--- config.mk ---
export PLATFORM = sky130hd
export DESIGN_NAME = cursor_list_pool_manager
export DESIGN_NICKNAME = d
export VERILOG_FILES = /design/src/hw/rtl/clpm_pkg.sv /design/src/hw/rtl/clpm_ctrl.sv /design/src/hw/rtl/clpm_dpath.sv /design/src/hw/rtl/cursor_list_pool_manager.sv
export SDC_FILE = /design/constraint.sdc
export NUM_CORES = 2
export LEC_CHECK = 0
export CORE_ASPECT_RATIO = 0.7
export CORE_UTILIZATION = 64
export CTS_CLUSTER_DIAMETER = 120
export CTS_CLUSTER_SIZE = 20
export DETAILED_ROUTE_END_ITERATION = 12
export DONT_BUFFER_PORTS = 1
export PLACE_DENSITY_LB_ADDON = 0.2
export REMOVE_ABC_BUFFERS = 1
export SLEW_MARGIN = 30
export SYNTH_ARGS = -nofsm -noshare
export SYNTH_HDL_FRONTEND = slang
export SYNTH_SLANG_ARGS = --single-unit
--- constraint.sdc ---
create_clock -name i_clk -period 8 [get_ports i_clk]
set_input_delay 2 -clock i_clk [delete_from_list [all_inputs] [get_ports i_clk]]
set_output_delay 2 -clock i_clk [all_outputs]
set_load 0.1 [all_outputs]
--- src/hw/rtl/clpm_pkg.sv ---
// ----------------------------------------------------------------------------
// clpm_pkg
// Shared constants, codes and control types of the cursor list pool manager.
// ----------------------------------------------------------------------------
`default_nettype none

package clpm_pkg;

    localparam int LISTS      = 3;
    localparam int POOL_NODES = 64;
    localparam int ITEM_BITS  = 32;
    localparam int NODE_BITS  = $clog2(POOL_NODES);
    localparam int LINK_BITS  = $clog2(POOL_NODES + 1);
    localparam int LC_BITS    = $clog2(LISTS + 1);

    localparam logic [LINK_BITS-1:0] NO_NODE = LINK_BITS'(POOL_NODES);

    localparam logic [3:0] M_CREATE  = 4'd0;
    localparam logic [3:0] M_COUNT   = 4'd1;
    localparam logic [3:0] M_FIRST   = 4'd2;
    localparam logic [3:0] M_LAST    = 4'd3;
    localparam logic [3:0] M_NEXT    = 4'd4;
    localparam logic [3:0] M_PREV    = 4'd5;
    localparam logic [3:0] M_CURR    = 4'd6;
    localparam logic [3:0] M_ADD     = 4'd7;
    localparam logic [3:0] M_INSERT  = 4'd8;
    localparam logic [3:0] M_APPEND  = 4'd9;
    localparam logic [3:0] M_PREPEND = 4'd10;
    localparam logic [3:0] M_REMOVE  = 4'd11;
    localparam logic [3:0] M_CONCAT  = 4'd12;
    localparam logic [3:0] M_TRIM    = 4'd13;

    localparam logic [1:0] P_AT_NODE     = 2'd0;
    localparam logic [1:0] P_BEFORE_HEAD = 2'd1;
    localparam logic [1:0] P_BEYOND_TAIL = 2'd2;

    localparam logic [1:0] ST_OK     = 2'd0;
    localparam logic [1:0] ST_FULL   = 2'd1;
    localparam logic [1:0] ST_NOLIST = 2'd2;

    typedef enum logic [3:0] {
        OP_END,
        OP_CREATE,
        OP_FIRST_MV,
        OP_LAST_MV,
        OP_NEXT_MV,
        OP_PREV_MV,
        OP_CURR,
        OP_ADD,
        OP_REMOVE,
        OP_JOIN
    } t_op;

    typedef enum logic [2:0] {
        PH_IDLE,
        PH_RD,
        PH_EX,
        PH_W2,
        PH_FIN
    } t_phase;

    typedef struct packed {
        t_op    op;
        t_phase phase;
        logic   start;
        logic   load_out;
    } t_ctl;

    typedef struct packed {
        logic [3:0] mode;
        logic       bad;
    } t_sts;

    function automatic t_op prog_op(input logic [3:0] mode, input logic [1:0] step);
        t_op op;
        op = OP_END;
        unique case (mode)
            M_CREATE:  op = (step == 2'd0) ? OP_CREATE : OP_END;
            M_FIRST:   op = (step == 2'd0) ? OP_FIRST_MV : (step == 2'd1) ? OP_CURR : OP_END;
            M_LAST:    op = (step == 2'd0) ? OP_LAST_MV : (step == 2'd1) ? OP_CURR : OP_END;
            M_NEXT:    op = (step == 2'd0) ? OP_NEXT_MV : (step == 2'd1) ? OP_CURR : OP_END;
            M_PREV:    op = (step == 2'd0) ? OP_PREV_MV : (step == 2'd1) ? OP_CURR : OP_END;
            M_CURR:    op = (step == 2'd0) ? OP_CURR : OP_END;
            M_ADD:     op = (step == 2'd0) ? OP_ADD : OP_END;
            M_INSERT:  op = (step == 2'd0) ? OP_PREV_MV : (step == 2'd1) ? OP_ADD : OP_END;
            M_APPEND:  op = (step == 2'd0) ? OP_LAST_MV : (step == 2'd1) ? OP_ADD : OP_END;
            M_PREPEND: op = (step == 2'd0) ? OP_FIRST_MV : (step == 2'd1) ? OP_PREV_MV :
                            (step == 2'd2) ? OP_ADD : OP_END;
            M_REMOVE:  op = (step == 2'd0) ? OP_REMOVE : OP_END;
            M_CONCAT:  op = (step == 2'd0) ? OP_JOIN : OP_END;
            M_TRIM:    op = (step == 2'd0) ? OP_LAST_MV : (step == 2'd1) ? OP_REMOVE : OP_END;
            default:   op = OP_END;
        endcase
        return op;
    endfunction

endpackage

`default_nettype wire

--- src/hw/rtl/clpm_ctrl.sv ---
// ----------------------------------------------------------------------------
// clpm_ctrl
// Sequencer that walks the operation program of each command and holds the
// output handshake.
// ----------------------------------------------------------------------------
`default_nettype none

module clpm_ctrl (
    input  wire logic          i_clk,
    input  wire logic          i_rst_n,
    input  wire logic          i_in_valid,
    output logic               o_in_ready,
    output logic               o_out_valid,
    input  wire logic          i_out_ready,
    input  wire clpm_pkg::t_sts i_sts,
    output clpm_pkg::t_ctl     o_ctl
);
    import clpm_pkg::*;

    typedef enum logic [2:0] {
        S_IDLE,
        S_RD,
        S_EX,
        S_W2,
        S_FIN
    } t_state;

    t_state     r_state, n_state;
    logic [1:0] r_step, n_step;
    logic       r_out_valid, n_out_valid;
    t_op        cur_op;
    logic       load;

    assign cur_op = i_sts.bad ? OP_END : prog_op(i_sts.mode, r_step);
    assign load   = (r_state == S_FIN) && (!r_out_valid || i_out_ready);

    always_comb begin
        n_state     = r_state;
        n_step      = r_step;
        n_out_valid = r_out_valid && !i_out_ready;
        if (load) begin
            n_out_valid = 1'b1;
        end
        unique case (r_state)
            S_IDLE: begin
                if (i_in_valid) begin
                    n_state = S_RD;
                    n_step  = 2'd0;
                end
            end
            S_RD: begin
                n_state = (cur_op == OP_END) ? S_FIN : S_EX;
            end
            S_EX: begin
                n_state = S_W2;
            end
            S_W2: begin
                n_state = S_RD;
                n_step  = r_step + 2'd1;
            end
            S_FIN: begin
                if (load) begin
                    n_state = S_IDLE;
                end
            end
            default: n_state = S_IDLE;
        endcase
    end

    always_ff @(posedge i_clk) begin
        if (!i_rst_n) begin
            r_state     <= S_IDLE;
            r_step      <= 2'd0;
            r_out_valid <= 1'b0;
        end else begin
            r_state     <= n_state;
            r_step      <= n_step;
            r_out_valid <= n_out_valid;
        end
    end

    always_comb begin
        o_ctl.op       = cur_op;
        o_ctl.start    = (r_state == S_IDLE) && i_in_valid;
        o_ctl.load_out = load;
        unique case (r_state)
            S_RD:    o_ctl.phase = (cur_op == OP_END) ? PH_IDLE : PH_RD;
            S_EX:    o_ctl.phase = PH_EX;
            S_W2:    o_ctl.phase = PH_W2;
            S_FIN:   o_ctl.phase = PH_FIN;
            default: o_ctl.phase = PH_IDLE;
        endcase
    end

    assign o_in_ready  = (r_state == S_IDLE);
    assign o_out_valid = r_out_valid;

    a_start: assert property (@(posedge i_clk) disable iff (!i_rst_n)
        (r_state == S_IDLE && i_in_valid) |=> (r_state == S_RD && r_step == 2'd0))
        else $error("command start did not enter the first step");
    a_ex_w2: assert property (@(posedge i_clk) disable iff (!i_rst_n)
        (r_state == S_EX) |=> (r_state == S_W2))
        else $error("execute phase not followed by second write phase");
    a_step: assert property (@(posedge i_clk) disable iff (!i_rst_n)
        (r_state == S_W2) |=> (r_state == S_RD && r_step == $past(r_step) + 2'd1))
        else $error("step counter did not advance");
    a_hold: assert property (@(posedge i_clk) disable iff (!i_rst_n)
        (r_state == S_FIN && r_out_valid && !i_out_ready) |=> (r_state == S_FIN))
        else $error("finished command left while output register was full");

endmodule

`default_nettype wire

--- src/hw/rtl/clpm_dpath.sv ---
// ----------------------------------------------------------------------------
// clpm_dpath
// List headers, node link and item memories, free chain and result registers.
// ----------------------------------------------------------------------------
`default_nettype none

module clpm_dpath (
    input  wire logic                           i_clk,
    input  wire logic                           i_rst_n,
    input  wire clpm_pkg::t_ctl                 i_ctl,
    output clpm_pkg::t_sts                      o_sts,
    input  wire logic [3:0]                     i_mode,
    input  wire logic [1:0]                     i_list_sel,
    input  wire logic [1:0]                     i_other_list,
    input  wire logic [31:0]                    i_item_in,
    output logic [31:0]                         o_item_out,
    output logic                                o_item_valid,
    output logic [1:0]                          o_status,
    output logic [1:0]                          o_new_list,
    output logic [6:0]                          o_item_count,
    output logic [1:0]                          o_cursor_place
);
    import clpm_pkg::*;

    logic [LINK_BITS-1:0] r_head [LISTS];
    logic [LINK_BITS-1:0] r_tail [LISTS];
    logic [LINK_BITS-1:0] r_cur  [LISTS];
    logic [LINK_BITS-1:0] r_len  [LISTS];
    logic [1:0]           r_place[LISTS];
    logic [LINK_BITS-1:0] n_head [LISTS];
    logic [LINK_BITS-1:0] n_tail [LISTS];
    logic [LINK_BITS-1:0] n_cur  [LISTS];
    logic [LINK_BITS-1:0] n_len  [LISTS];
    logic [1:0]           n_place[LISTS];
    logic [LINK_BITS-1:0] r_free, n_free;
    logic [LC_BITS-1:0]   r_created, n_created;

    logic [LINK_BITS-1:0] r_nx_mem [POOL_NODES];
    logic [LINK_BITS-1:0] r_pv_mem [POOL_NODES];
    logic [ITEM_BITS-1:0] r_it_mem [POOL_NODES];
    logic [POOL_NODES-1:0] r_nv, r_pv;

    logic [LINK_BITS-1:0] r_q_nxa, r_q_nxb, r_q_pv;
    logic [ITEM_BITS-1:0] r_q_item;

    logic [3:0]           r_mode;
    logic [1:0]           r_sel, r_oth;
    logic [ITEM_BITS-1:0] r_item;
    logic                 r_bad;
    logic [ITEM_BITS-1:0] r_it, n_it;
    logic                 r_iv, n_iv;
    logic [1:0]           r_status, n_status;
    logic [1:0]           r_newl, n_newl;

    logic                 w1n_en, w1p_en, w1i_en, w2n_en, w2p_en;
    logic [LINK_BITS-1:0] w1n_a, w1n_d, w1p_a, w1p_d, w2n_a, w2n_d, w2p_a, w2p_d;
    logic [LINK_BITS-1:0] w1i_a;
    logic                 r_w2n_en, r_w2p_en;
    logic [LINK_BITS-1:0] r_w2n_a, r_w2n_d, r_w2p_a, r_w2p_d;

    logic                 wn_en, wp_en;
    logic [LINK_BITS-1:0] wn_a, wn_d, wp_a, wp_d;

    logic [NODE_BITS-1:0] ca, fb;
    logic                 bad_in;

    function automatic logic is_created(input logic [1:0] l, input logic [LC_BITS-1:0] cr);
        return (int'(l) < LISTS) && (int'(l) + int'(cr) >= LISTS);
    endfunction

    assign bad_in = (i_mode != M_CREATE) && (!is_created(i_list_sel, r_created) ||
                    (i_mode == M_CONCAT && !is_created(i_other_list, r_created)));

    assign o_sts.mode = r_mode;
    assign o_sts.bad  = r_bad;

    assign ca = r_cur[r_sel][NODE_BITS-1:0];
    assign fb = r_free[NODE_BITS-1:0];

    always_comb begin
        logic [LINK_BITS-1:0] h, t, c, l, nn, a, p, r;
        logic [1:0]           pl;
        logic [1:0]           nl;
        h  = r_head[r_sel];
        t  = r_tail[r_sel];
        c  = r_cur[r_sel];
        l  = r_len[r_sel];
        pl = r_place[r_sel];
        nn = r_free;
        a  = r_q_nxa;
        p  = r_q_pv;
        r  = r_q_nxa;
        nl = 2'(LISTS - 1 - int'(r_created));
        n_head    = r_head;
        n_tail    = r_tail;
        n_cur     = r_cur;
        n_len     = r_len;
        n_place   = r_place;
        n_free    = r_free;
        n_created = r_created;
        n_it      = r_it;
        n_iv      = r_iv;
        n_status  = r_status;
        n_newl    = r_newl;
        w1n_en = 1'b0; w1n_a = '0; w1n_d = '0;
        w1p_en = 1'b0; w1p_a = '0; w1p_d = '0;
        w1i_en = 1'b0; w1i_a = '0;
        w2n_en = 1'b0; w2n_a = '0; w2n_d = '0;
        w2p_en = 1'b0; w2p_a = '0; w2p_d = '0;
        if (i_ctl.phase == PH_EX) begin
            case (i_ctl.op)
                OP_CREATE: begin
                    if (int'(r_created) >= LISTS) begin
                        n_status = ST_FULL;
                    end else begin
                        n_newl         = nl;
                        n_head[nl]     = NO_NODE;
                        n_tail[nl]     = NO_NODE;
                        n_cur[nl]      = NO_NODE;
                        n_len[nl]      = '0;
                        n_place[nl]    = P_AT_NODE;
                        n_created      = r_created + LC_BITS'(1);
                    end
                end
                OP_FIRST_MV: begin
                    if (l != '0) begin
                        n_cur[r_sel]   = h;
                        n_place[r_sel] = P_AT_NODE;
                    end
                end
                OP_LAST_MV: begin
                    if (l != '0) begin
                        n_cur[r_sel]   = t;
                        n_place[r_sel] = P_AT_NODE;
                    end
                end
                OP_NEXT_MV: begin
                    if (l != '0) begin
                        if (r_q_nxa == NO_NODE) begin
                            n_place[r_sel] = P_BEYOND_TAIL;
                        end else begin
                            n_cur[r_sel]   = r_q_nxa;
                            n_place[r_sel] = P_AT_NODE;
                        end
                    end
                end
                OP_PREV_MV: begin
                    if (l != '0) begin
                        if (r_q_pv == NO_NODE) begin
                            n_place[r_sel] = P_BEFORE_HEAD;
                        end else begin
                            n_cur[r_sel]   = r_q_pv;
                            n_place[r_sel] = P_AT_NODE;
                        end
                    end
                end
                OP_CURR: begin
                    if (l != '0 && pl == P_AT_NODE) begin
                        n_it = r_q_item;
                        n_iv = 1'b1;
                    end
                end
                OP_ADD: begin
                    if (nn == NO_NODE) begin
                        n_status = ST_FULL;
                    end else begin
                        n_free = r_q_nxb;
                        w1i_en = 1'b1;
                        w1i_a  = nn;
                        w1n_en = 1'b1;
                        w1n_a  = nn;
                        w1p_en = 1'b1;
                        w1p_a  = nn;
                        if (l == '0) begin
                            w1n_d         = NO_NODE;
                            w1p_d         = NO_NODE;
                            n_head[r_sel] = nn;
                            n_tail[r_sel] = nn;
                        end else if (pl == P_BEFORE_HEAD) begin
                            w1n_d         = h;
                            w1p_d         = NO_NODE;
                            w2p_en        = (h != NO_NODE);
                            w2p_a         = h;
                            w2p_d         = nn;
                            n_head[r_sel] = nn;
                        end else if (pl == P_BEYOND_TAIL) begin
                            w1n_d         = NO_NODE;
                            w1p_d         = t;
                            w2n_en        = (t != NO_NODE);
                            w2n_a         = t;
                            w2n_d         = nn;
                            n_tail[r_sel] = nn;
                        end else begin
                            w1n_d  = a;
                            w1p_d  = c;
                            w2p_en = (a != NO_NODE);
                            w2p_a  = a;
                            w2p_d  = nn;
                            w2n_en = (c != NO_NODE);
                            w2n_a  = c;
                            w2n_d  = nn;
                            if (a == NO_NODE) begin
                                n_tail[r_sel] = nn;
                            end
                        end
                        n_cur[r_sel]   = nn;
                        n_place[r_sel] = P_AT_NODE;
                        n_len[r_sel]   = l + LINK_BITS'(1);
                    end
                end
                OP_REMOVE: begin
                    if (l != '0 && pl == P_AT_NODE) begin
                        n_it = r_q_item;
                        n_iv = 1'b1;
                        if (l == LINK_BITS'(1)) begin
                            n_head[r_sel] = NO_NODE;
                            n_tail[r_sel] = NO_NODE;
                            n_cur[r_sel]  = NO_NODE;
                        end else if (c == h) begin
                            n_head[r_sel] = r;
                            n_cur[r_sel]  = r;
                            w2p_en        = (r != NO_NODE);
                            w2p_a         = r;
                            w2p_d         = NO_NODE;
                        end else if (c == t) begin
                            n_tail[r_sel] = p;
                            n_cur[r_sel]  = p;
                            w2n_en        = (p != NO_NODE);
                            w2n_a         = p;
                            w2n_d         = NO_NODE;
                        end else begin
                            w2n_en       = (p != NO_NODE);
                            w2n_a        = p;
                            w2n_d        = r;
                            w2p_en       = (r != NO_NODE);
                            w2p_a        = r;
                            w2p_d        = p;
                            n_cur[r_sel] = r;
                        end
                        if (c != NO_NODE) begin
                            w1n_en = 1'b1;
                            w1n_a  = c;
                            w1n_d  = r_free;
                            w1p_en = 1'b1;
                            w1p_a  = c;
                            w1p_d  = NO_NODE;
                            n_free = c;
                        end
                        n_place[r_sel] = P_AT_NODE;
                        n_len[r_sel]   = l - LINK_BITS'(1);
                    end
                end
                OP_JOIN: begin
                    if (r_sel != r_oth && r_len[r_oth] != '0) begin
                        if (l == '0) begin
                            n_head[r_sel]  = r_head[r_oth];
                            n_tail[r_sel]  = r_tail[r_oth];
                            n_cur[r_sel]   = r_cur[r_oth];
                            n_place[r_sel] = r_place[r_oth];
                            n_len[r_sel]   = r_len[r_oth];
                        end else begin
                            w1n_en        = (t != NO_NODE);
                            w1n_a         = t;
                            w1n_d         = r_head[r_oth];
                            w1p_en        = (r_head[r_oth] != NO_NODE);
                            w1p_a         = r_head[r_oth];
                            w1p_d         = t;
                            n_tail[r_sel] = r_tail[r_oth];
                            n_len[r_sel]  = l + r_len[r_oth];
                            if (pl == P_BEYOND_TAIL) begin
                                n_cur[r_sel] = r_tail[r_oth];
                            end
                        end
                        n_head[r_oth]  = NO_NODE;
                        n_tail[r_oth]  = NO_NODE;
                        n_cur[r_oth]   = NO_NODE;
                        n_len[r_oth]   = '0;
                        n_place[r_oth] = P_AT_NODE;
                    end
                end
                default: begin
                end
            endcase
        end
    end

    always_comb begin
        wn_en = 1'b0; wn_a = r_w2n_a; wn_d = r_w2n_d;
        wp_en = 1'b0; wp_a = r_w2p_a; wp_d = r_w2p_d;
        if (i_ctl.phase == PH_EX) begin
            wn_en = w1n_en; wn_a = w1n_a; wn_d = w1n_d;
            wp_en = w1p_en; wp_a = w1p_a; wp_d = w1p_d;
        end else if (i_ctl.phase == PH_W2) begin
            wn_en = r_w2n_en;
            wp_en = r_w2p_en;
        end
    end

    always_ff @(posedge i_clk) begin
        if (wn_en) begin
            r_nx_mem[wn_a[NODE_BITS-1:0]] <= wn_d;
        end
        if (wp_en) begin
            r_pv_mem[wp_a[NODE_BITS-1:0]] <= wp_d;
        end
        if (w1i_en) begin
            r_it_mem[w1i_a[NODE_BITS-1:0]] <= r_item;
        end
        if (i_ctl.phase == PH_RD) begin
            r_q_nxa  <= r_nv[ca] ? r_nx_mem[ca] : LINK_BITS'(ca) + LINK_BITS'(1);
            r_q_nxb  <= r_nv[fb] ? r_nx_mem[fb] : LINK_BITS'(fb) + LINK_BITS'(1);
            r_q_pv   <= r_pv[ca] ? r_pv_mem[ca] : NO_NODE;
            r_q_item <= r_it_mem[ca];
        end
    end

    always_ff @(posedge i_clk) begin
        if (!i_rst_n) begin
            r_nv <= '0;
            r_pv <= '0;
        end else begin
            if (wn_en) begin
                r_nv[wn_a[NODE_BITS-1:0]] <= 1'b1;
            end
            if (wp_en) begin
                r_pv[wp_a[NODE_BITS-1:0]] <= 1'b1;
            end
        end
    end

    always_ff @(posedge i_clk) begin
        if (!i_rst_n) begin
            for (int i = 0; i < LISTS; i++) begin
                r_head[i]  <= NO_NODE;
                r_tail[i]  <= NO_NODE;
                r_cur[i]   <= NO_NODE;
                r_len[i]   <= '0;
                r_place[i] <= P_AT_NODE;
            end
            r_free    <= '0;
            r_created <= '0;
            r_bad     <= 1'b0;
            r_mode    <= M_COUNT;
            r_w2n_en  <= 1'b0;
            r_w2p_en  <= 1'b0;
        end else begin
            if (i_ctl.start) begin
                r_mode <= i_mode;
                r_bad  <= bad_in;
            end
            if (i_ctl.phase == PH_EX) begin
                r_head    <= n_head;
                r_tail    <= n_tail;
                r_cur     <= n_cur;
                r_len     <= n_len;
                r_place   <= n_place;
                r_free    <= n_free;
                r_created <= n_created;
                r_w2n_en  <= w2n_en;
                r_w2p_en  <= w2p_en;
            end
        end
    end

    always_ff @(posedge i_clk) begin
        if (i_ctl.start) begin
            r_sel    <= i_list_sel;
            r_oth    <= i_other_list;
            r_item   <= ITEM_BITS'(i_item_in);
            r_it     <= '0;
            r_iv     <= 1'b0;
            r_status <= bad_in ? ST_NOLIST : ST_OK;
            r_newl   <= '0;
        end else if (i_ctl.phase == PH_EX) begin
            r_it     <= n_it;
            r_iv     <= n_iv;
            r_status <= n_status;
            r_newl   <= n_newl;
            r_w2n_a  <= w2n_a;
            r_w2n_d  <= w2n_d;
            r_w2p_a  <= w2p_a;
            r_w2p_d  <= w2p_d;
        end
        if (i_ctl.load_out) begin
            o_item_out   <= r_iv ? 32'(r_it) : 32'd0;
            o_item_valid <= r_iv;
            o_status     <= r_status;
            o_new_list   <= r_newl;
            if (r_bad || r_mode == M_CREATE) begin
                o_item_count   <= 7'd0;
                o_cursor_place <= P_AT_NODE;
            end else begin
                o_item_count   <= 7'(r_len[r_sel]);
                o_cursor_place <= r_place[r_sel];
            end
        end
    end

endmodule

`default_nettype wire

--- src/hw/rtl/cursor_list_pool_manager.sv ---
// ----------------------------------------------------------------------------
// cursor_list_pool_manager
// Several doubly linked lists with cursors that share one pool of nodes.
// ----------------------------------------------------------------------------
// A command transaction on the input channel carries a mode, a list, a second
// list for concat and an item handle. Each command yields exactly one result
// transaction on the output channel with the returned item, status, created
// list number, list length and cursor place.
// The block works on one command at a time. A command runs as a short
// program of operations, each in three phases (link memory read, execute
// with first write, second write), plus a start and a result phase.
// Count and rejected commands run no operation, most others one or two,
// and prepend three. The shared registered read ports of the node
// memories set this phase split.
// A finished result sits in the output register; the next command is taken
// while it waits. If the receiver stalls, the following command holds in its
// last phase until the output register is free.
// Reset is synchronous: the free chain, all lists and the count of
// created lists return to their initial values at once.
// ----------------------------------------------------------------------------
`default_nettype none

module cursor_list_pool_manager (
    input  wire logic        i_clk,
    input  wire logic        i_rst_n,
    input  wire logic        i_in_valid,
    output logic             o_in_ready,
    input  wire logic [3:0]  i_mode,
    input  wire logic [1:0]  i_list_sel,
    input  wire logic [1:0]  i_other_list,
    input  wire logic [31:0] i_item_in,
    output logic             o_out_valid,
    input  wire logic        i_out_ready,
    output logic [31:0]      o_item_out,
    output logic             o_item_valid,
    output logic [1:0]       o_status,
    output logic [1:0]       o_new_list,
    output logic [6:0]       o_item_count,
    output logic [1:0]       o_cursor_place
);
    import clpm_pkg::*;

    t_ctl ctl;
    t_sts sts;

    clpm_ctrl u_ctrl (
        .i_clk       (i_clk),
        .i_rst_n     (i_rst_n),
        .i_in_valid  (i_in_valid),
        .o_in_ready  (o_in_ready),
        .o_out_valid (o_out_valid),
        .i_out_ready (i_out_ready),
        .i_sts       (sts),
        .o_ctl       (ctl)
    );

    clpm_dpath u_dpath (
        .i_clk          (i_clk),
        .i_rst_n        (i_rst_n),
        .i_ctl          (ctl),
        .o_sts          (sts),
        .i_mode         (i_mode),
        .i_list_sel     (i_list_sel),
        .i_other_list   (i_other_list),
        .i_item_in      (i_item_in),
        .o_item_out     (o_item_out),
        .o_item_valid   (o_item_valid),
        .o_status       (o_status),
        .o_new_list     (o_new_list),
        .o_item_count   (o_item_count),
        .o_cursor_place (o_cursor_place)
    );

endmodule

`default_nettype wire
-- Word-level counts from Yosys, hierarchy flattened
Memory sizes are Yosys's and may differ from the RTL's. A register that Yosys moved wholly into a read port is not among the register bits.
Cells that the tools add are included.
- memories kept: 3
- register bits: 399
- RAM bits: 2944
- input port bits: 44
- logic and storage cells: 522
- output and inout port bits: 48
- memories (name ; words ; width ; rd ports ; clocked after memory_dff ; write ports ; line ; source):
    u_dpath.r_it_mem ; 64 ; 32 ; 1 ; 1 ; 1 ; clpm_dpath.sv:40 ; logic [ITEM_BITS-1:0] r_it_mem [POOL_NODES];
    u_dpath.r_nx_mem ; 64 ; 7 ; 2 ; 1 ; 1 ; clpm_dpath.sv:38 ; logic [LINK_BITS-1:0] r_nx_mem [POOL_NODES];
    u_dpath.r_pv_mem ; 64 ; 7 ; 1 ; 1 ; 1 ; clpm_dpath.sv:39 ; logic [LINK_BITS-1:0] r_pv_mem [POOL_NODES];
- order comparisons: 17
- mux-type cells: 283
- bitwise operators: 44
- $add $sub $neg: 10
- reductions and logical operators: 52
- eq/ne operators: 68
- operators with widths (cell ; number):
    21-bit 2-to-1 mux ; 52
    7-bit 2-to-1 mux ; 57
    21-bit bitwise mux ; 17
    21-bit one-hot mux with 4 select lines ; 3
    6-bit 2-to-1 mux ; 36
    21-bit one-hot mux with 8 select lines ; 1
    18-bit AND ; 9
    64-bit OR ; 2
    7-bit binary-select mux with 2-bit select ; 8
    32-bit by 3-bit greater-or-equal comparator with 1-bit output, second input constant ; 2
    18-bit inverter ; 3
    4-bit 2-to-1 mux ; 13
    4-bit one-hot mux with 13 select lines ; 1
    21-bit AND ; 2
    7-bit demux with 2-bit select ; 3
    1-bit 2-to-1 mux ; 42
    7-bit inequality test, second input constant ; 6
    21-bit inverter ; 2
    6-bit one-hot mux with 7 select lines ; 1
    7-bit one-hot mux with 2 select lines ; 3
    7-bit one-hot mux with 3 select lines ; 2
    4-bit == test, second input constant ; 9
    6-bit one-hot mux with 3 select lines ; 2
    3-bit OR ; 11
    other kinds (71) ; 187

-- Depth between registers and ports, before layout
- depth after elaboration: 16
- mapped depth: 22

-- Cells and area by module
From an unflattened synthesis, not the netlist that was laid out.
- cell total of the unflattened synthesis: 11359
- area total of the unflattened synthesis: 144513.6 µm²
- modules (own cells, without submodules) (module ; cells each ; area each (µm²) ; times used):
    clpm_dpath ; 11271 ; 143858.0 ; 1
    clpm_ctrl ; 88 ; 655.6 ; 1

-- Worst setup path before layout
No wires, ideal clock.
- kind: register -> register
- from: reg u_dpath.r_sel[1]
- to: mem u_dpath.r_nx_mem[0][2] (netlist name) (data pin)
- cell stages (with the launch flop): 18
- arrival time: 6.083 ns
- library setup time: 0.702 ns
- data required time: 7.298 ns
- path slack: 1.215 ns
- path through: edfxtp_1 -> buf_6 -> nor2b_1 -> buf_6 -> clkbuf_1 -> clkbuf_1 -> a2bb2oi_1 -> ha_1 -> and2_0 -> clkbuf_1 -> nand2_1 -> clkbuf_1 -> buf_1 -> clkbuf_1 -> nand3_1 -> nor3_1 -> a221oi_1 -> o21ai_0
- cells in the longest elaborated chain, start to end: 11
- elaborated cells between the ends (all ways): 32
- RTL lines (what ; line ; source):
    start: declaration ; clpm_dpath.sv:47 ; logic [1:0] r_sel, r_oth;
    start signal: assignment ; clpm_dpath.sv:367 ; r_sel <= i_list_sel;
    2-bit inverter with 3-bit output (not written as such) ; - ;
    2-bit binary-select mux with 2-bit select ; clpm_dpath.sv:88 ; pl = r_place[r_sel];
    2-bit 2-to-1 mux (not written as such) (2 in a row) ; clpm_dpath.sv:88 ;
    2-bit == test ; clpm_dpath.sv:186 ; end else if (pl == P_BEYOND_TAIL) begin
    7-bit 2-to-1 mux ; clpm_dpath.sv:186 ;
    7-bit 2-to-1 mux ; clpm_dpath.sv:179 ; end else if (pl == P_BEFORE_HEAD) begin
    7-bit 2-to-1 mux ; clpm_dpath.sv:174 ; if (l == '0) begin
    7-bit 2-to-1 mux ; clpm_dpath.sv:164 ; if (nn == NO_NODE) begin
    7-bit one-hot mux with 3 select lines (*) ; clpm_dpath.sv:111 ; case (i_ctl.op)
    7-bit 2-to-1 mux (*) ; clpm_dpath.sv:290 ; if (i_ctl.phase == PH_EX) begin
    net u_dpath.wn_d[2] ; clpm_dpath.sv:62 ; logic [LINK_BITS-1:0] wn_a, wn_d, wp_a, wp_d;
    end: declaration ; clpm_dpath.sv:38 ;
The timed path passes the listed nets; every way through them passes the cells marked *. The select of a mux whose other input is x is not followed.

-- Worst setup path in the final report
- from: reg u_dpath.r_sel[1]
- to: mem u_dpath.r_pv_mem[2][6] (netlist name) (enable)
- cells in the longest elaborated chain, start to end: 11
- elaborated cells between the ends (all ways): 31
- RTL lines (what ; line ; source):
    2-bit inverter with 3-bit output (not written as such) ; clpm_dpath.sv:86, clpm_dpath.sv:87, clpm_dpath.sv:88 ;
    7-bit binary-select mux with 2-bit select, or another cell as far along ; clpm_dpath.sv:86 ; c = r_cur[r_sel];
    7-bit 2-to-1 mux, or another cell as far along (2 in a row) ; - ;
    7-bit inequality test, or another cell as far along ; clpm_dpath.sv:240 ; if (c != NO_NODE) begin
    1-bit 2-to-1 mux, or another cell as far along ; clpm_dpath.sv:240 ;
    1-bit 2-to-1 mux (on tied branches) ; clpm_dpath.sv:212, clpm_dpath.sv:254 ;
    1-bit one-hot mux with 3 select lines ; clpm_dpath.sv:111 ;
    1-bit 2-to-1 mux ; clpm_dpath.sv:290 ;
    1-bit 2-to-1 mux ; clpm_dpath.sv:303 ; if (wp_en) begin
    1-bit 2-to-1 mux (not written as such) ; clpm_dpath.sv:304 ; r_pv_mem[wp_a[NODE_BITS-1:0]] <= wp_d;
    end: declaration ; clpm_dpath.sv:39 ;
Several ways; a longest one is shown, not always the timed one. The select of a mux whose other input is x is not followed.

==> impl_results.rst <==
.. list-table::
   :header-rows: 1

   * - Metric
     - Value
   * - Register bit total from synthesis
     - ~3400
   * - Actual transition at the worst max-transition pin
     - 1.22 ns
   * - Adder and majority cell fraction of the synthesized area
     - 0.00240
   * - Number of post-CTS setup repair buffers
     - 0
   * - TritonCTS clock tree
     - yes
   * - Std cell rows
     - 145
   * - Number of library cell types mapped by synthesis
     - 100
   * - Area fraction in compound gates after synthesis
     - 0.0799
   * - DR pass1 iterations
     - 8
   * - Cell type with the highest aggregate area in the netlist
     - sky130_fd_sc_hd__edfxtp_1
   * - Most repeated library cell on the critical path
     - sky130_fd_sc_hd__buf_4
   * - Power per cell area
     - approximately 200 mW/mm²
   * - Residual antenna-violating net count after detailed routing
     - 0
   * - Number of levels the H-tree was split into
     - 4
   * - GRT overflow
     - 0
   * - Number of buffers between clock root and the deepest sink
     - 4
   * - Fraction of final layout cells sized beyond drive strength 1
     - 0.0724
   * - Arrival time at the worst endpoint
     - 6.93 ns
   * - Worst hold path type
     - reg2reg
   * - Fraction of the yosys area taken by sequential cells
     - 0.683
   * - DRT iter0 DRCs
     - 19300
   * - Xor-xnor portion of the synthesized cell area
     - 0.00194
   * - Warning count from the yosys run
     - 0
   * - Min Tclk post-route
     - ~6.4 ns
   * - Sequential share of power
     - 0.638
   * - Result of the run
     - finished, final reports clean
   * - Root Buffer Master
     - sky130_fd_sc_hd__clkbuf_16
   * - Final routed wire length divided by cell count
     - around 30 µm
   * - Cell types occupying the most area after synthesis
     - sky130_fd_sc_hd__edfxtp_1, sky130_fd_sc_hd__nand2_1, sky130_fd_sc_hd__nand3_1, sky130_fd_sc_hd__dfxtp_1, sky130_fd_sc_hd__a311oi_1
   * - Series of cell instances along the critical path
     - buf_4, mux2i_1, a2bb2oi_1, ha_1, and2_0, buf_4, nand2_2, and3_1, a222oi_1, a31oi_1, nor2_1, nand2_1, buf_4, nor2_1
   * - Highest achievable clock rate
     - around 0.16 GHz
   * - Num Clock Sinks
     - ~3400
   * - Routed via count divided by cell count
     - roughly 7
   * - Number of nets in the finished design
     - 11800
   * - Post-synthesis average cell area
     - about 12 µm²
   * - Chip Height
     - roughly 400 µm
   * - Final setup skew
     - between 0.08 and 0.09 ns
   * - Gate count of the mapped netlist
     - roughly 12000
   * - Final period util
     - 0.798
   * - Startpoint types
     - register
   * - Routability congestion estimate from global placement
     - between 1 and 1.5
   * - Number of buffers inserted for hold repair after clock tree synthesis
     - 0
   * - IO Count
     - between 90 and 100
   * - Pin count of the biggest net entering global routing
     - roughly 190
   * - Via count of the first global-routing pass
     - around 96000
   * - Number of buffers added by the clock tree synthesis step
     - 195
   * - P_int
     - 24.1 mW
   * - Final setup violation count
     - 0
   * - Mux contribution to synthesized area
     - 0.0368
   * - Cell with the largest stage delay on the worst path
     - sky130_fd_sc_hd__a222oi_1
   * - Horiz. Die Dim
     - about 570 µm
   * - Total net switching power
     - 6.46 mW
   * - Max-cap violations
     - 0
   * - Number of remaining DRC errors
     - 0
   * - All-Layer GR Usage
     - 0.387
   * - Count of buffers inserted at the top-level ports
     - 0
   * - Starting Density
     - 0.646
   * - Leakage power figure
     - approximately 50 nW
   * - Post-route setup TNS
     - 0 ns
   * - Layout Area Growth over Synthesis
     - 6.49%
   * - Area of the die
     - ~0.23 mm²
   * - Maximum vdd drop
     - approximately 180 µV
   * - RSZ-0062 raised after global routing
     - no
   * - Area fraction of the dominant cell type after synthesis
     - 0.644
   * - Category of the most critical setup path
     - reg2reg
   * - CP peak stage delay
     - just under 0.8 ns
   * - Number of flops mapped to enable cells by yosys
     - 3107
   * - Most used DFF post-synth
     - sky130_fd_sc_hd__edfxtp_1
   * - Share of synthesized flip-flops with an asynchronous set or reset
     - 0
   * - HPWL after detailed placement
     - 266000 µm
   * - Antenna violations before repair
     - 14
   * - CTS resizes
     - 0
   * - Routed Wire Length
     - 449000 µm
   * - Slew Limit Headroom
     - 0.177
   * - Worst-skew pair later-pin latency
     - 0.91 ns
   * - Switching power share of the total
     - 0.211
   * - Kind of end point of the critical path
     - register
   * - Final core utilization
     - 0.688
   * - Final Hold Fails
     - 0
   * - Main combinational cell family by area after synthesis
     - simple AND/OR/NAND/NOR gates
   * - Wire length of the first global-routing pass
     - around 650000 µm
   * - CTS clk-pin slew, worst paths
     - 0.11 ns
   * - Standard cell core area
     - 0.224 mm²
   * - Largest fanout on the critical path
     - 19
   * - WP data required
     - roughly 8.5 ns
   * - Proportion of power drawn by the clock network
     - 0.332
   * - Pins Over Slew Limit
     - 0
   * - Post-synthesis share of cell area spent on and, or, nand and nor gates
     - 0.169
   * - Combinational share of power
     - 0.030
   * - Vias
     - 104000
   * - Synth Cell Area
     - 0.145 mm²
==> cells by family after synthesis <==
group | Yosys count
fa+ha+maj | 26
compound gates | 1676
xor+xnor | 32
mux | 322
flops | 3388
simple gates | 5729
buf+inv | 950
==> flip-flops by register name (all words and copies together), names as in the netlist, 6 cells and up, named ones only <==
register / count
u_dpath.r_it_mem: 2048
u_dpath.r_nx_mem: 448
u_dpath.r_pv_mem: 448
u_dpath.r_nv: 64
u_dpath.r_pv: 64
u_dpath.o_item_out: 32
u_dpath.r_it: 32
u_dpath.r_item: 32
u_dpath.r_q_item: 32
u_dpath.r_cur: 21
u_dpath.r_head: 21
u_dpath.r_len: 21
u_dpath.r_tail: 21
u_dpath.o_item_count: 7
u_dpath.r_free: 7
u_dpath.r_q_nxa: 7
u_dpath.r_q_nxb: 7
u_dpath.r_q_pv: 7
u_dpath.r_w2n_d: 7
u_dpath.r_w2p_d: 7
u_dpath.r_place: 6
u_dpath.r_w2n_a: 6
u_dpath.r_w2p_a: 6
==> synthesized netlist by cell type, types with 46 or more instances <==
cell                       number
sky130_fd_sc_hd__o22ai_1       46
sky130_fd_sc_hd__inv_1         47
sky130_fd_sc_hd__a21oi_1      353
sky130_fd_sc_hd__and3_1       205
sky130_fd_sc_hd__nand2_1     3425
sky130_fd_sc_hd__mux2i_1      145
sky130_fd_sc_hd__o21ai_0      325
sky130_fd_sc_hd__nor3_1        48
sky130_fd_sc_hd__buf_1        196
sky130_fd_sc_hd__nor2_1       380
sky130_fd_sc_hd__clkbuf_1     542
sky130_fd_sc_hd__buf_2        137
sky130_fd_sc_hd__dfxtp_1      281
sky130_fd_sc_hd__a31oi_1      114
sky130_fd_sc_hd__mux4_2       168
sky130_fd_sc_hd__a311oi_1     455
sky130_fd_sc_hd__nand3_1     1493
sky130_fd_sc_hd__edfxtp_1    3107
==> path summary, 6_finish.rpt <==
kind | from | to | depth (start not counted) | slack [ns]
setup / recovery | u_dpath.r_sel[1] | u_dpath.r_pv_mem[2][6] | 14 | 1.62
setup reg to reg | u_dpath.r_sel[1] | u_dpath.r_pv_mem[2][6] | 14 | 1.62
hold reg to reg | u_dpath.r_status[0] | u_dpath.o_status[0] | 0 | 0.38
hold / removal | u_dpath.r_status[0] | u_dpath.o_status[0] | 0 | 0.38
==> placed cells by master (no fill, tap or decap), types with 26 or more instances in the layout <==
cell and n:
sky130_fd_sc_hd__dfxtp_1 276, sky130_fd_sc_hd__buf_12 33, sky130_fd_sc_hd__and3_1 205, sky130_fd_sc_hd__o211ai_1 32
sky130_fd_sc_hd__o21ai_0 311, sky130_fd_sc_hd__clkbuf_1 104, sky130_fd_sc_hd__o21ai_1 26, sky130_fd_sc_hd__a31oi_1 114
sky130_fd_sc_hd__clkbuf_16 197, sky130_fd_sc_hd__a21oi_1 347, sky130_fd_sc_hd__o221ai_1 42, sky130_fd_sc_hd__a211oi_1 36
sky130_fd_sc_hd__o22ai_1 46, sky130_fd_sc_hd__nand2_1 3423, sky130_fd_sc_hd__a311oi_1 455, sky130_fd_sc_hd__nand3_1 1492
sky130_fd_sc_hd__nor2_1 312, sky130_fd_sc_hd__mux4_2 168, sky130_fd_sc_hd__mux2i_1 145, sky130_fd_sc_hd__inv_1 47
sky130_fd_sc_hd__and2_1 41, sky130_fd_sc_hd__o2bb2ai_1 32, sky130_fd_sc_hd__buf_4 254, sky130_fd_sc_hd__nor2_4 66
sky130_fd_sc_hd__edfxtp_1 3107, sky130_fd_sc_hd__nor3_1 46
==> routing by layer <==
layer / vias to the layer above / GRT usage / routed length (µm)
li1: 43900 / - / -
met1: 50800 / 0.586 / 173000
met2: 8348 / 0.546 / 190000
met3: 1017 / 0.105 / 68500
met4: 14 / 0.124 / 16500
met5: - / 0 / 101
==> power groups by stage <==
stage	sequential [mW]	clock [mW]	combinational (mW)
4_1_cts	19.5	10.1	0.889
3_5_place_dp	19.9	0	0.890
2_1_floorplan	20.0	0	0.329
5_1_grt	19.5	10.7	0.950
6_report	19.5	10.1	0.926
3_3_place_gp	19.9	0	0.867
==> cell type report <==
cell class / count / area, µm²
sequential: 3388 / 98900
inverter: 55 / 224
timing repair buffer: 303 / 2950
multi-input combinational: 7785 / 43000
clock buffer: 300 / 5300
fill: 15500 / 69800
clock inverter: 7 / 66.3
tap: 3013 / 3770
antenna: 5 / 12.5
==> critical path: cells and delay by family (launching register included) <==
family	cells	cell delay, ns
AOI/OAI and AO/OA	3	1.52
DFF	1	0.74
adders and majority gates	1	0.32
and+or+nand+nor	6	2.07
buffers and inverters	3	1.10
muxes	1	0.26
==> per-stage QoR <==
step / power, mW / hold slack (ns) / setup WS, ns / cell area (µm²) / std cells
2_1_floorplan: 20.4 / 0.400 / -106.49 / 141000 / 11200
3_3_place_gp: 20.8 / 0.411 / 2.07 / 148000 / 14500
3_5_place_dp: 20.8 / 0.420 / 1.94 / 149000 / 14500
4_1_cts: 30.5 / 0.380 / 1.87 / 154000 / 14800
5_1_grt: 31.2 / 0.408 / 1.57 / 154000 / 14900
6_report: 30.6 / 0.376 / 1.62 / 154000 / 14900
Note: power is estimated with default switching activity, not from simulation.
